--- config.mk ---
export PLATFORM = sky130hd
export DESIGN_NAME = polygon_rect_clipper_unit
export DESIGN_NICKNAME = d
export VERILOG_FILES = /design/src/rtl/core/prc_pkg.sv /design/src/rtl/core/prc_isect.sv /design/src/rtl/core/polygon_rect_clipper_unit.sv
export SDC_FILE = /design/constraint.sdc
export NUM_CORES = 1
export LEC_CHECK = 0
export BUFFER_PORTS_ARGS = -buffer_cell sky130_fd_sc_hd__buf_2
export CAP_MARGIN = 25
export CORE_ASPECT_RATIO = 0.6
export CORE_UTILIZATION = 55
export DETAILED_ROUTE_END_ITERATION = 7
export GPL_TIMING_DRIVEN = 1
export PLACE_DENSITY = 0.81
export SKIP_LAST_GASP = 1
export SLEW_MARGIN = 20
export SYNTH_ARGS = -nofsm -noshare
export SYNTH_HDL_FRONTEND = slang
export SYNTH_SLANG_ARGS = --single-unit
export TNS_END_PERCENT = 100
--- constraint.sdc ---
create_clock -name i_clk -period 10.6 [get_ports i_clk]
set_input_delay 1.06 -clock i_clk [delete_from_list [all_inputs] [get_ports i_clk]]
set_output_delay 1.06 -clock i_clk [all_outputs]
set_load 0.005 [all_outputs]
--- src/rtl/core/prc_pkg.sv ---
`default_nettype none
package prc_pkg;

    localparam int COORD_BITS_DEF = 12;
    localparam int NUM_STAGES = 4;

    localparam logic [1:0] REG_X_MIN = 2'd0;
    localparam logic [1:0] REG_X_MAX = 2'd1;
    localparam logic [1:0] REG_Y_MIN = 2'd2;
    localparam logic [1:0] REG_Y_MAX = 2'd3;

    // stage order follows the register order
    localparam logic [1:0] STG_LEFT   = 2'd0;
    localparam logic [1:0] STG_RIGHT  = 2'd1;
    localparam logic [1:0] STG_BOTTOM = 2'd2;
    localparam logic [1:0] STG_TOP    = 2'd3;

endpackage
`default_nettype wire

--- src/rtl/core/prc_isect.sv ---
`default_nettype none
module prc_isect #(
    parameter int COORD_BITS = 12
) (
    input  wire logic                  i_clk,
    input  wire logic                  i_rst_n,
    input  wire logic                  i_start,
    input  wire logic [COORD_BITS-1:0] i_a_c,
    input  wire logic [COORD_BITS-1:0] i_b_c,
    input  wire logic [COORD_BITS-1:0] i_a_d,
    input  wire logic [COORD_BITS-1:0] i_b_d,
    input  wire logic [COORD_BITS-1:0] i_bound,
    output logic                       o_done,
    output logic [COORD_BITS-1:0]      o_result
);
    localparam int N  = COORD_BITS;
    localparam int CW = $clog2(2 * N + 1);
    localparam logic [CW-1:0] MUL_LAST = CW'(N - 1);
    localparam logic [CW-1:0] DIV_LAST = CW'(2 * N - 1);

    typedef enum logic [3:0] {
        S_IDLE = 4'b0001,
        S_MUL  = 4'b0010,
        S_DIV  = 4'b0100,
        S_DONE = 4'b1000
    } t_isect_state;

    t_isect_state r_state, n_state;
    logic [CW-1:0] r_cnt;
    logic [N-1:0]  r_hi, r_lo, r_mc, r_den, r_rem, r_ac;
    logic          r_neg;

    logic [N:0]   dv, du, db;
    logic [N-1:0] mag_dv, mag_du, mag_db;
    logic [N:0]   sum;
    logic [N:0]   t;
    logic         ge;
    logic [N:0]   t_sub;
    logic [N-1:0] qf;

    always_comb begin
        dv = {1'b0, i_b_c} - {1'b0, i_a_c};
        du = {1'b0, i_b_d} - {1'b0, i_a_d};
        db = {1'b0, i_bound} - {1'b0, i_a_d};
        mag_dv = dv[N] ? N'(-dv) : dv[N-1:0];
        mag_du = du[N] ? N'(-du) : du[N-1:0];
        mag_db = db[N] ? N'(-db) : db[N-1:0];
        sum = r_lo[0] ? ({1'b0, r_hi} + {1'b0, r_mc}) : {1'b0, r_hi};
        t = {r_rem, r_hi[N-1]};
        ge = t >= {1'b0, r_den};
        t_sub = t - {1'b0, r_den};
        // floor of a negative quotient: -(q+1) when inexact
        if (!r_neg) begin
            qf = r_lo;
        end else if (r_rem != '0) begin
            qf = ~r_lo;
        end else begin
            qf = N'(-r_lo);
        end
        o_result = r_ac + qf;
        o_done = (r_state == S_DONE);
    end

    always_comb begin
        n_state = r_state;
        unique case (r_state)
            S_IDLE: if (i_start) n_state = S_MUL;
            S_MUL:  if (r_cnt == MUL_LAST) n_state = S_DIV;
            S_DIV:  if (r_cnt == DIV_LAST) n_state = S_DONE;
            S_DONE: n_state = S_IDLE;
            default: n_state = S_IDLE;
        endcase
    end

    always_ff @(posedge i_clk) begin
        if (!i_rst_n) begin
            r_state <= S_IDLE;
            r_cnt   <= '0;
        end else begin
            r_state <= n_state;
            if (r_state == S_MUL && r_cnt == MUL_LAST) begin
                r_cnt <= '0;
            end else if (r_state == S_MUL || r_state == S_DIV) begin
                r_cnt <= r_cnt + 1'b1;
            end else begin
                r_cnt <= '0;
            end
        end
    end

    always_ff @(posedge i_clk) begin
        unique case (r_state)
            S_IDLE: begin
                if (i_start) begin
                    r_hi  <= '0;
                    r_lo  <= mag_dv;
                    r_mc  <= mag_db;
                    r_den <= mag_du;
                    r_rem <= '0;
                    r_ac  <= i_a_c;
                    r_neg <= dv[N] ^ db[N] ^ du[N];
                end
            end
            S_MUL: begin
                r_hi <= sum[N:1];
                r_lo <= {sum[0], r_lo[N-1:1]};
            end
            S_DIV: begin
                r_rem <= ge ? t_sub[N-1:0] : t[N-1:0];
                r_hi  <= {r_hi[N-2:0], r_lo[N-1]};
                r_lo  <= {r_lo[N-2:0], ge};
            end
            S_DONE: begin
            end
            default: begin
            end
        endcase
    end

endmodule
`default_nettype wire

--- src/rtl/core/polygon_rect_clipper_unit.sv ---
`default_nettype none
// each boundary crossing runs an edge state, a serial multiply, a restoring divide and a done
// state, plus sequencer states for each vertex
// one vertex at a time; the input is held stalled until the vertex has been handled,
// longer while the result output is stalled
// the closing vertex adds the closing edge of each of the four stages that has started
// reset: synchronous active low, clears control state and sets the clip window to full range
module polygon_rect_clipper_unit #(
    parameter int COORD_BITS = prc_pkg::COORD_BITS_DEF
) (
    input  wire logic                  i_clk,
    input  wire logic                  i_rst_n,
    input  wire logic                  i_in_valid,
    output logic                       o_in_stall,
    input  wire logic [COORD_BITS-1:0] i_vertex_x,
    input  wire logic [COORD_BITS-1:0] i_vertex_y,
    input  wire logic                  i_last_vertex,
    output logic                       o_out_valid,
    input  wire logic                  i_out_stall,
    output logic [COORD_BITS-1:0]      o_out_x,
    output logic [COORD_BITS-1:0]      o_out_y,
    output logic                       o_out_valid_flag,
    output logic                       o_out_last,
    input  wire logic                  i_cfg_valid,
    output logic                       o_cfg_ready,
    input  wire logic [1:0]            i_cfg_index,
    input  wire logic [COORD_BITS-1:0] i_cfg_data
);
    import prc_pkg::*;

    localparam int N = COORD_BITS;

    typedef enum logic [7:0] {
        S_IDLE  = 8'b0000_0001,
        S_FEED  = 8'b0000_0010,
        S_EDGE  = 8'b0000_0100,
        S_CROSS = 8'b0000_1000,
        S_PICK  = 8'b0001_0000,
        S_EMIT  = 8'b0010_0000,
        S_CLOSE = 8'b0100_0000,
        S_FINAL = 8'b1000_0000
    } t_state;

    t_state r_state;

    logic [N-1:0] r_clip [NUM_STAGES];
    logic [N-1:0] r_first_x [NUM_STAGES];
    logic [N-1:0] r_first_y [NUM_STAGES];
    logic [N-1:0] r_prev_x [NUM_STAGES];
    logic [N-1:0] r_prev_y [NUM_STAGES];
    logic [NUM_STAGES-1:0] r_started;
    logic [N-1:0] r_pq_x [NUM_STAGES][2];
    logic [N-1:0] r_pq_y [NUM_STAGES][2];
    logic [1:0]   r_pcnt [NUM_STAGES];
    logic [1:0]   r_prd [NUM_STAGES];

    logic [N-1:0] r_px, r_py;
    logic [1:0]   r_lvl;
    logic [2:0]   r_cl;
    logic         r_close;
    logic         r_closing;
    logic         r_emitted;
    logic [N-1:0] r_held_x, r_held_y;

    logic         r_ov, r_ox_flag, r_olast;
    logic [N-1:0] r_ox, r_oy;

    logic         out_free;
    logic         load_out;
    logic [N-1:0] ax, ay, bx, by, bound;
    logic         ia, ib;
    logic         any_pend;
    logic [1:0]   pick;
    logic         x_stage;
    logic         isect_start, isect_done;
    logic [N-1:0] isect_res;
    logic [N-1:0] cx, cy;

    assign out_free    = !r_ov || !i_out_stall;
    assign load_out    = out_free && ((r_state == S_EMIT && r_emitted) || (r_state == S_FINAL));
    assign o_in_stall  = (r_state != S_IDLE);
    assign o_cfg_ready = 1'b1;
    assign o_out_valid      = r_ov;
    assign o_out_x          = r_ox;
    assign o_out_y          = r_oy;
    assign o_out_valid_flag = r_ox_flag;
    assign o_out_last       = r_olast;

    always_comb begin
        ax = r_prev_x[r_lvl];
        ay = r_prev_y[r_lvl];
        bx = r_closing ? r_first_x[r_lvl] : r_px;
        by = r_closing ? r_first_y[r_lvl] : r_py;
        bound = r_clip[r_lvl];
        unique case (r_lvl)
            STG_LEFT:   begin ia = ax >= bound; ib = bx >= bound; end
            STG_RIGHT:  begin ia = ax <= bound; ib = bx <= bound; end
            STG_BOTTOM: begin ia = ay >= bound; ib = by >= bound; end
            STG_TOP:    begin ia = ay <= bound; ib = by <= bound; end
            default:    begin ia = 1'b0; ib = 1'b0; end
        endcase
        x_stage = (r_lvl == STG_LEFT) || (r_lvl == STG_RIGHT);
        isect_start = (r_state == S_EDGE) && (ia != ib);
        cx = x_stage ? r_clip[r_lvl] : isect_res;
        cy = x_stage ? isect_res : r_clip[r_lvl];
    end

    // deepest stage with queued points goes first
    always_comb begin
        any_pend = 1'b0;
        pick = '0;
        for (int s = 0; s < NUM_STAGES; s++) begin
            if (r_prd[s] != r_pcnt[s]) begin
                any_pend = 1'b1;
                pick = 2'(s);
            end
        end
    end

    // edge ends are sampled by the intersection unit in the edge cycle
    prc_isect #(
        .COORD_BITS(COORD_BITS)
    ) u_isect (
        .i_clk    (i_clk),
        .i_rst_n  (i_rst_n),
        .i_start  (isect_start),
        .i_a_c    (x_stage ? ay : ax),
        .i_b_c    (x_stage ? by : bx),
        .i_a_d    (x_stage ? ax : ay),
        .i_b_d    (x_stage ? bx : by),
        .i_bound  (bound),
        .o_done   (isect_done),
        .o_result (isect_res)
    );

    always_ff @(posedge i_clk) begin
        if (!i_rst_n) begin
            r_state   <= S_IDLE;
            r_clip[REG_X_MIN] <= '0;
            r_clip[REG_X_MAX] <= '1;
            r_clip[REG_Y_MIN] <= '0;
            r_clip[REG_Y_MAX] <= '1;
            r_started <= '0;
            r_emitted <= 1'b0;
            r_ov      <= 1'b0;
            for (int s = 0; s < NUM_STAGES; s++) begin
                r_pcnt[s] <= '0;
                r_prd[s]  <= '0;
            end
        end else begin
            if (i_cfg_valid) begin
                r_clip[i_cfg_index] <= i_cfg_data;
            end
            if (load_out) begin
                r_ov <= 1'b1;
            end else if (!i_out_stall) begin
                r_ov <= 1'b0;
            end
            unique case (r_state)
                S_IDLE: begin
                    if (i_in_valid) begin
                        r_px      <= i_vertex_x;
                        r_py      <= i_vertex_y;
                        r_close   <= i_last_vertex;
                        r_lvl     <= STG_LEFT;
                        r_cl      <= '0;
                        r_closing <= 1'b0;
                        r_state   <= S_FEED;
                    end
                end
                S_FEED: begin
                    if (!r_started[r_lvl]) begin
                        r_started[r_lvl] <= 1'b1;
                        r_first_x[r_lvl] <= r_px;
                        r_first_y[r_lvl] <= r_py;
                        r_prev_x[r_lvl]  <= r_px;
                        r_prev_y[r_lvl]  <= r_py;
                        r_state <= S_PICK;
                    end else begin
                        r_state <= S_EDGE;
                    end
                end
                S_EDGE: begin
                    r_prd[r_lvl] <= '0;
                    if (ia) begin
                        r_pq_x[r_lvl][0] <= ax;
                        r_pq_y[r_lvl][0] <= ay;
                        r_pcnt[r_lvl] <= 2'd1;
                    end else begin
                        r_pcnt[r_lvl] <= 2'd0;
                    end
                    if (r_closing) begin
                        r_started[r_lvl] <= 1'b0;
                    end else begin
                        r_prev_x[r_lvl] <= r_px;
                        r_prev_y[r_lvl] <= r_py;
                    end
                    r_state <= (ia != ib) ? S_CROSS : S_PICK;
                end
                S_CROSS: begin
                    if (isect_done) begin
                        r_pq_x[r_lvl][r_pcnt[r_lvl][0]] <= cx;
                        r_pq_y[r_lvl][r_pcnt[r_lvl][0]] <= cy;
                        r_pcnt[r_lvl] <= r_pcnt[r_lvl] + 2'd1;
                        r_state <= S_PICK;
                    end
                end
                S_PICK: begin
                    if (any_pend) begin
                        r_px <= r_pq_x[pick][r_prd[pick][0]];
                        r_py <= r_pq_y[pick][r_prd[pick][0]];
                        r_prd[pick] <= r_prd[pick] + 2'd1;
                        if (pick == STG_TOP) begin
                            r_state <= S_EMIT;
                        end else begin
                            r_lvl     <= pick + 2'd1;
                            r_closing <= 1'b0;
                            r_state   <= S_FEED;
                        end
                    end else if (r_close) begin
                        r_state <= S_CLOSE;
                    end else begin
                        r_state <= S_IDLE;
                    end
                end
                S_EMIT: begin
                    // the held vertex goes out only once a later one exists
                    if (!r_emitted || out_free) begin
                        if (r_emitted) begin
                            r_ox      <= r_held_x;
                            r_oy      <= r_held_y;
                            r_ox_flag <= 1'b1;
                            r_olast   <= 1'b0;
                        end
                        r_held_x  <= r_px;
                        r_held_y  <= r_py;
                        r_emitted <= 1'b1;
                        r_state   <= S_PICK;
                    end
                end
                S_CLOSE: begin
                    if (r_cl == 3'(NUM_STAGES)) begin
                        r_state <= S_FINAL;
                    end else begin
                        r_cl      <= r_cl + 3'd1;
                        r_lvl     <= r_cl[1:0];
                        r_closing <= 1'b1;
                        if (r_started[r_cl[1:0]]) begin
                            r_state <= S_EDGE;
                        end
                    end
                end
                S_FINAL: begin
                    if (out_free) begin
                        r_ox      <= r_emitted ? r_held_x : '0;
                        r_oy      <= r_emitted ? r_held_y : '0;
                        r_ox_flag <= r_emitted;
                        r_olast   <= 1'b1;
                        r_emitted <= 1'b0;
                        r_state   <= S_IDLE;
                    end
                end
                default: r_state <= S_IDLE;
            endcase
        end
    end

    a_done_in_cross: assert property (@(posedge i_clk) disable iff (!i_rst_n)
        isect_done |-> (r_state == S_CROSS))
        else $error("intersection result arrived outside a crossing wait");

    a_final_clears: assert property (@(posedge i_clk) disable iff (!i_rst_n)
        (r_state == S_FINAL && out_free) |=> (!r_emitted && r_ov && r_olast))
        else $error("polygon close did not flush the held vertex");

    a_queue_bound: assert property (@(posedge i_clk) disable iff (!i_rst_n)
        (r_pcnt[0] != 2'd3) && (r_pcnt[1] != 2'd3) && (r_pcnt[2] != 2'd3)
        && (r_pcnt[3] != 2'd3))
        else $error("stage queue overflow");

    a_idle_empty: assert property (@(posedge i_clk) disable iff (!i_rst_n)
        (r_state == S_IDLE) |-> !any_pend)
        else $error("points left queued while idle");

endmodule
`default_nettype wire

==> out/results.md, run 1 <==
| Result | Reported | Unit |
| --- | --- | --- |
| Top sig layer | met5 | - |
| Class of the tightest hold or removal check | reg -> reg | - |
| Met3 WL | 10,200 | um |
| Post-DR vias/cell | 6.38 | - |
| Final critical-path share of the clock period | 61.6 | % |
| Drt drc | 0 | - |
| Routed wire length | 82,600 | um |
| Die Outline Area | 0.0572 | mm^2 |
| Final GP Congestion | 0.948 | - |
| Normalized max-slew margin | 25.8 | % |
| Async set-or-reset flop fraction in the synthesized netlist | 0 | % |
| Pleak | 12.3 | nW |
| Number of hold violations in the final report | 0 | - |
| Maximum net fanout on the critical path | 40 | - |
| CTS tree | yes | - |
| TritonCTS buffer count | 55 | - |
| Vias in the first global route | 19,300 | - |
| Via Count | 20,100 | - |
| Flops & latches, synth | 627 | - |
| Cell at the root of the clock tree | clkbuf_16 | - |
| Final net count | 2,533 | - |
| Boundary Pins | 73 | - |
| Cell type with the largest total area after synthesis | edfxtp_1 | - |
| Initial antenna violation count | 1 | - |
| Worst slew pin tran | 1110 | ps |
| Critical path's largest stage delay | 870 | ps |
| Synth Net Count | 2,453 | - |
| Number of placed instances, taps included | 3,045 | - |
| Die Wd | 308 | um |
| Element type at the critical path end | flip-flop | - |
| Clock Sink Count | 627 | - |
| Max Fclk | 153 | MHz |
| Count of distinct cell types in the synthesized netlist | 78 | - |
| Result of the run | finished clean | - |
| Synth area leaders | edfxtp_1, ha_1, mux4_2 | - |
| Met1 Routed Length | 35,900 | um |
| Synthesized instance count | 2,278 | - |
| Area growth, synth to finish | 10.4 | % |
| Number of non-filler instances in the completed layout | 3,152 | - |
| RSZ-0062 raised after global routing | no | - |
| Crit path cell chain | buf_4, mux4_2, inv_1, ha_1, nor2b_1, o21a_1, o21ai_1, a211oi_1, a2111oi_0, xnor2_1, o32ai_1, xor2_1, nor3b_2, buf_4, or2_1, buf_8 | - |
| Y dimension of the die | 186 | um |
| Number of max-cap violations | 0 | - |
| Share of layout cells above drive strength 1 | 16.6 | % |
| Critical path type | reg -> reg | - |
| Critical-path top delay cell | dfxtp_4 | - |
| Peak supply drop | 0.145 | mV |
| Core region area | 0.0548 | mm^2 |
| Global-route congestion overflow total | 0 | - |
| Wire length of the first global-routing pass | 123,000 | um |
| Sequential area share after synthesis | 60.1 | % |
| Initial core utilization | 56.4 | % |
| Most used DFF post-synth | edfxtp_1 | - |
| Syn. warnings | 0 | - |
| Hold Startpoint | u_isect.r_cnt[0] | - |
| Number of pins exceeding their max-slew limit in the final report | 0 | - |
| Top-count cell post-synth | edfxtp_1 | - |
| Setup Total Neg Slack | 0 | ps |
| Startpoint type of the worst setup path | flip-flop | - |
| Required time at the worst-slack endpoint | 10,910 | ps |
| Number of port buffers | 71 | - |
| First-pass detailed-route iteration total | 6 | - |
| Count of buffers added by post-CTS timing repair for setup | 0 | - |
| Clk pin slew, worst setup/hold paths | 70 | ps |
| Minimum clock period after layout | 6530 | ps |
| Pwr per Cell Area | 250 | mW/mm^2 |
| H-Tree Depth | 2 | - |
| Met2 layer wire length in the routed design | 35,000 | um |
| Setup violation total in the final timing report | 0 | - |
| Estimated wirelength of the detail-placed design | 57,500 | um |
| WL/cell | 26.2 | um |
| Average footprint of a synthesized cell | 13.6 | um^2 |
| Final ANT Viol Nets | 0 | - |
| Worst-case clock buffer depth | 3 | - |
| Worst skew pair latency | 650 | ps |
| Share of Yosys cell area claimed by the top area cell type | 58.5 | % |
| Cell area after synthesis | 0.0309 | mm^2 |
| Row count | 66 | - |
| Final worst clock skew | 51.8 | ps |
| Total routing usage reported by global routing | 29.2 | % |
| Most frequent cell on the critical path | buf_4 | - |
| Hold bufs inserted after CTS | 0 | - |
| Arrival time worst endpoint | 6840 | ps |
| Commonest cells in the synthesized netlist | edfxtp_1, nand2_1, ha_1, mux2i_1, inv_1 | - |
| Number of enable flip-flop cells after synthesis | 602 | - |
| Largest net degree at the start of global routing | 86 | - |
| Number of gates resized after CTS | 0 | - |
| DRT iter0 DRCs | 2,680 | - |
==> report_power, final <==
part	internal (mW)	switching, mW
Sequential	3.01	0.119
Combinational	1.28	2.10
Clock	1.11	0.928
==> layout make-up <==
class | instances | area, um^2
fillers | 4056 | 20700
flip-flops and latches | 627 | 18600
multi-input cells | 1436 | 11600
clock buffers | 75 | 1520
well taps | 748 | 936
repair buffers | 119 | 736
inverters | 119 | 447
clock inverters | 27 | 294
diodes | 1 | 2.50
==> critical path, delay by kind of cell, from the launching register on <==
family | cells | cell delay (ps)
and+or+nand+nor | 3 | 960
muxes | 1 | 620
buffers and inverters | 4 | 1550
AOI/OAI and AO/OA | 5 | 1360
xor gates and xnor gates | 2 | 460
DFF | 1 | 870
adders and majority gates | 1 | 300
==> kinds of logic (layout without fill, tap and decap cells) <==
group | count (synthesis) | in the layout | synth area share (%)
flops | 627 | 627 | 60.1
simple gates | 525 | 525 | 8.67
compound gates | 427 | 427 | 9.19
xor+xnor | 109 | 109 | 3.09
other cells | 1 | 2 | 0.0121
mux | 242 | 242 | 10.8
fa+ha+maj | 132 | 132 | 5.48
buf+inv | 215 | 340 | 2.68
==> per-stage QoR <==
stage          util, %  setup WS, ps  power (mW)  hold WS, ps  cell area [um^2]
3_3_place_gp      58.8          4070        6.32          430             32200
4_1_cts           62.1          3870        8.44          457             34100
3_5_place_dp      58.8          3950        6.42          443             32200
6_report          62.2          4070        8.54          452             34100
2_1_floorplan        -          2500        5.41          418             30900
5_1_grt           62.2          3640        8.89          485             34100
==> worst paths after layout <==
kind              slack (ps)  cells after the start                to
setup / recovery        4070                     16   u_isect.r_lo[1]
hold / removal           450                      1  u_isect.r_cnt[0]
hold reg to reg          450                      1  u_isect.r_cnt[0]
setup reg to reg        4070                     16   u_isect.r_lo[1]
==> registers in the layout, summed over array words and instances (netlist names), 12 cells and up, named ones only <==
signal         cells
r_pq_x            96
r_pq_y            96
r_clip            48
r_first_x         48
r_first_y         48
r_prev_x          48
r_prev_y          48
o_out_x           12
o_out_y           12
r_held_x          12
r_held_y          12
r_px              12
r_py              12
u_isect.r_ac      12
u_isect.r_den     12
u_isect.r_hi      12
u_isect.r_lo      12
u_isect.r_mc      12
u_isect.r_rem     12
==> cell usage in the layout, fill, tap and decap left out, types with 10 or more instances in the layout <==
master / n
o21a_1: 14
a22o_1: 26
a211o_1: 25
nand2b_1: 10
nor2_2: 17
mux2i_1: 118
inv_1: 118
and2_1: 44
nor3_1: 21
buf_4: 41
clkinv_2: 11
clkbuf_16: 55
nand3_1: 18
or2_2: 31
mux2_2: 53
buf_2: 74
o21ai_0: 76
clkbuf_1: 13
xor2_1: 34
a211oi_1: 53
dfxtp_1: 23
nand2_1: 139
nor2b_1: 72
nand4_1: 21
a31oi_1: 23
xnor2_1: 75
o21ai_1: 34
nor2_1: 100
edfxtp_1: 602
ha_1: 125
a21o_1: 28
mux4_2: 66
a21oi_1: 74
==> per-layer routing <==
metal  vias up  global-route usage [%]
met5         -                       0
met4         2                    5.77
met3       109                    7.73
met2      1186                    42.2
met1     10000                    44.5
li1       8763                       -
No activity file was read; power rests on OpenSTA's default activity.
==> run 2: changes to the inputs <==
--- a/config.mk
+++ b/config.mk
@@ -5,13 +5,14 @@
 export SDC_FILE = /design/constraint.sdc
 export NUM_CORES = 1
 export LEC_CHECK = 0
+export ABC_AREA = 1
 export BUFFER_PORTS_ARGS = -buffer_cell sky130_fd_sc_hd__buf_2
 export CAP_MARGIN = 25
 export CORE_ASPECT_RATIO = 0.6
 export CORE_UTILIZATION = 55
 export DETAILED_ROUTE_END_ITERATION = 7
 export GPL_TIMING_DRIVEN = 1
-export PLACE_DENSITY = 0.81
+export PLACE_DENSITY = 0.84
 export SKIP_LAST_GASP = 1
 export SLEW_MARGIN = 20
 export SYNTH_ARGS = -nofsm -noshare
==> constraint.sdc (replaced) <==
create_clock -name i_clk -period 5.9 [get_ports i_clk]
set_input_delay 0.59 -clock i_clk [delete_from_list [all_inputs] [get_ports i_clk]]
set_output_delay 0.59 -clock i_clk [all_outputs]
set_load 0.005 [all_outputs]
==> out/results.md, run 2 <==
| Result | Reported | Unit | Delta |
| --- | --- | --- | --- |
| Total net switching power | 4.37 | mW | was 3.15 mW |
| Top-count cell post-synth | nand2_1 | - | was edfxtp_1 |
| Number of non-filler instances in the completed layout | 4,017 | - | was 3,152 |
| Flop pwr share | 41.7 | % | was 36.6% |
| Share of layout cells above drive strength 1 | 9.09 | % | was 16.6% |
| Clock network power share | 27.9 | % | was 23.9% |
| Estimated wirelength of the detail-placed design | 63,000 | um | was 57,500 um |
| Area occupied by registers | 0.0186 | mm^2 | unchanged |
| Final worst clock skew | 18.7 | ps | was 51.8 ps |
| First-pass detailed-route iteration total | 7 | - | was 6 |
| Number of pins exceeding their max-slew limit in the final report | 0 | - | unchanged |
| Hold bufs inserted after CTS | 0 | - | unchanged |
| Async set-or-reset flop fraction in the synthesized netlist | 0 | % | unchanged |
| Number of max-cap violations | 0 | - | unchanged |
| Average footprint of a synthesized cell | 10.0 | um^2 | was 13.6 um^2 |
| Synthesized instance count | 3,160 | - | was 2,278 |
| Global-route congestion overflow total | 0 | - | unchanged |
| CTS tree | yes | - | unchanged |
| Number of placed instances, taps included | 3,920 | - | was 3,045 |
| Number of enable flip-flop cells after synthesis | 602 | - | unchanged |
| RSZ-0062 raised after global routing | no | - | unchanged |
| Number of hold violations in the final report | 0 | - | unchanged |
| Commonest cells in the synthesized netlist | nand2_1, edfxtp_1, inv_1, nor2_1, o21ai_0 | - | was edfxtp_1, nand2_1, ha_1, mux2i_1, inv_1 |
| Setup Total Neg Slack | 0 | ps | unchanged |
| Final Hold Slack | 157 | ps | was 452 ps |
| Count of distinct cell types in the synthesized netlist | 63 | - | was 78 |
| Final ANT Viol Nets | 0 | - | unchanged |
| Arrival time worst endpoint | 5160 | ps | was 6840 ps |
| Die Outline Area | 0.0586 | mm^2 | was 0.0572 mm^2 |
| Final critical-path share of the clock period | 83.2 | % | was 61.6% |
| Cell type with the largest total area after synthesis | edfxtp_1 | - | unchanged |
| Layout filler cell count | 4,438 | - | was 4,056 |
| Core utilization of the finished layout | 61.5 | % | was 62.2% |
| Critical path type | reg -> reg | - | unchanged |
| Final net count | 3,394 | - | was 2,533 |
| Row count | 67 | - | was 66 |
| Core region area | 0.0563 | mm^2 | was 0.0548 mm^2 |
| Area growth, synth to finish | 9.37 | % | was 10.4% |
| Initial antenna violation count | 4 | - | was 1 |
| Peak supply drop | 0.228 | mV | was 0.145 mV |
| Cell Int Power | 8.21 | mW | was 5.40 mW |
| Initial core utilization | 56.3 | % | was 56.4% |
| Largest net degree at the start of global routing | 127 | - | was 86 |
| Element type at the critical path end | flip-flop | - | unchanged |
| Startpoint type of the worst setup path | flip-flop | - | unchanged |
| Area of the multi-input gates | 0.0114 | mm^2 | was 0.0116 mm^2 |
| DRT iter0 DRCs | 4,613 | - | was 2,680 |
| Required time at the worst-slack endpoint | 6150 | ps | was 10,910 ps |
| Cell area after synthesis | 0.0317 | mm^2 | was 0.0309 mm^2 |
| Pwr per Cell Area | 363 | mW/mm^2 | was 250 mW/mm^2 |
| Boundary Pins | 73 | - | unchanged |
| Result of the run | finished clean | - | unchanged |
| Post-DR vias/cell | 6.12 | - | was 6.38 |
| Routed wire length | 91,700 | um | was 82,600 um |
| Cell at the root of the clock tree | clkbuf_16 | - | unchanged |
| Setup violation total in the final timing report | 0 | - | unchanged |
| Worst slew pin tran | 1170 | ps | was 1110 ps |
| WL/cell | 22.8 | um | was 26.2 um |
| Die Wd | 312 | um | was 308 um |
| Share of Yosys cell area claimed by the top area cell type | 57.0 | % | was 58.5% |
| Number of port buffers | 71 | - | unchanged |
| Normalized max-slew margin | 21.2 | % | was 25.8% |
| Combinational fraction of design power | 30.4 | % | was 39.5% |
| Switching part of the total power | 34.7 | % | was 36.8% |
| Pleak | 13.6 | nW | was 12.3 nW |
| Y dimension of the die | 188 | um | was 186 um |
| Worst-case clock buffer depth | 3 | - | unchanged |
| Leading cell types in the layout, fill and taps excluded | nand2_1, edfxtp_1, inv_1, nor2_1, o21ai_0 | - | was edfxtp_1, nand2_1, ha_1, inv_1, mux2i_1 |
| Worst skew pair latency | 620 | ps | was 650 ps |
| Class of the tightest hold or removal check | in -> reg | - | was reg -> reg |
| Overall power after layout | 12.6 | mW | was 8.54 mW |
| Final GP Congestion | 1.04 | - | was 0.948 |
| Most common cell after layout, fill and taps aside | nand2_1 | - | was edfxtp_1 |
| Clock Sink Count | 627 | - | unchanged |
| Count of buffers added by post-CTS timing repair for setup | 0 | - | unchanged |
| Most used DFF post-synth | edfxtp_1 | - | unchanged |
| Vias in the first global route | 22,900 | - | was 19,300 |
| H-Tree Depth | 2 | - | unchanged |
| Wire length of the first global-routing pass | 136,000 | um | was 123,000 um |
| Max Fclk | 204 | MHz | was 153 MHz |
| Maximum net fanout on the critical path | 123 | - | was 40 |
| Number of gates resized after CTS | 0 | - | unchanged |
| Biggest registers after layout | r_pq_x x96, r_pq_y x96 | - | unchanged |
| Synth Net Count | 3,335 | - | was 2,453 |
| Syn. warnings | 0 | - | unchanged |
| Flops & latches, synth | 627 | - | unchanged |
| Total routing usage reported by global routing | 30.7 | % | was 29.2% |
| Via Count | 24,600 | - | was 20,100 |
| Clk pin slew, worst setup/hold paths | 70 | ps | about the same |
| Drt drc | 0 | - | unchanged |
| Minimum clock period after layout | 4910 | ps | was 6530 ps |
| Synth area leaders | edfxtp_1, nand2_1, ha_1 | - | was edfxtp_1, ha_1, mux4_2 |
| TritonCTS buffer count | 54 | - | was 55 |
| Sequential area share after synthesis | 58.6 | % | was 60.1% |
run 2: metrics by stage:
| stage | area (um^2) | worst slack [ps] |
|---|---|---|
| global placement | 33000 | 1490 |
| detailed placement | 33000 | 1360 |
| global route | 34700 | 838 |
| finish | 34700 | 994 |
| floorplan | 31700 | 1850 |
| CTS | 34600 | 1320 |
run 2: cell families (layout without fill, tap and decap cells):
group	after synthesis	in the layout	synth area share, %
simple gates	1211	1211	16.2
other cells	1	3	0.0118
fa+ha+maj	131	131	5.31
xor+xnor	86	86	2.38
flops	627	627	58.6
buf+inv	462	558	5.77
compound gates	642	642	11.7
run 2: per-layer routing:
| layer | wire length [um] | vias to the layer above | track usage (%) |
|---|---|---|---|
| li1 | - | 11100 | - |
| met1 | 36900 | 11500 | 45.6 |
| met2 | 37300 | 1782 | 42.8 |
| met3 | 14800 | 215 | 10.1 |
| met4 | 2620 | 2 | 8.80 |
| met5 | 19 | - | 0 |
run 2: final timing paths:
| kind | from | end | slack (ps) | cells past startpoint |
|---|---|---|---|---|
| min reg2reg | u_isect.r_cnt[0] | u_isect.r_cnt[0] | 460 | 1 |
| max | flip-flop | u_isect.r_ac[10] | 990 | 21 |
| min | i_last_vertex | r_close | 160 | 1 |
| max reg2reg | flip-flop | u_isect.r_ac[10] | 990 | 21 |
run 2: power groups by stage:
stage | Sequential, mW | Combinational, mW | Clock [mW]
2_1_floorplan | 5.33 | 2.59 | 0
3_3_place_gp | 5.34 | 3.56 | 0
3_5_place_dp | 5.34 | 3.65 | 0
4_1_cts | 5.25 | 3.69 | 3.50
5_1_grt | 5.25 | 4.17 | 3.66
6_report | 5.25 | 3.82 | 3.51
run 2: critical path, stage by stage (launching register included):
cell     delay (ps)
dfxtp_4         370
inv_6           610
nand2_1         130
nand3_1         110
nand2_1         460
ha_1            510
nand2_1          80
nor2_1          370
and2_1          190
nand2_1          70
nand3_1          80
nand2_1          60
nand2_1          60
nand3_1          70
nand2_1         160
inv_1            80
nand2_1         100
nand2_1         100
nor2_1          140
nand2_1         110
inv_1            60
buf_4           440
run 2: final cells by class:
type                            count  share of cell area (%)
Multi-Input combinational cell   2071                    32.8
Timing Repair Buffer              134                    2.42
Clock buffer                       61                    4.06
Sequential cell                   627                    53.6
Inverter                          331                    3.61
Antenna cell                        2                  0.0144
Clock inverter                     32                   0.747
Tap cell                          759                    2.74
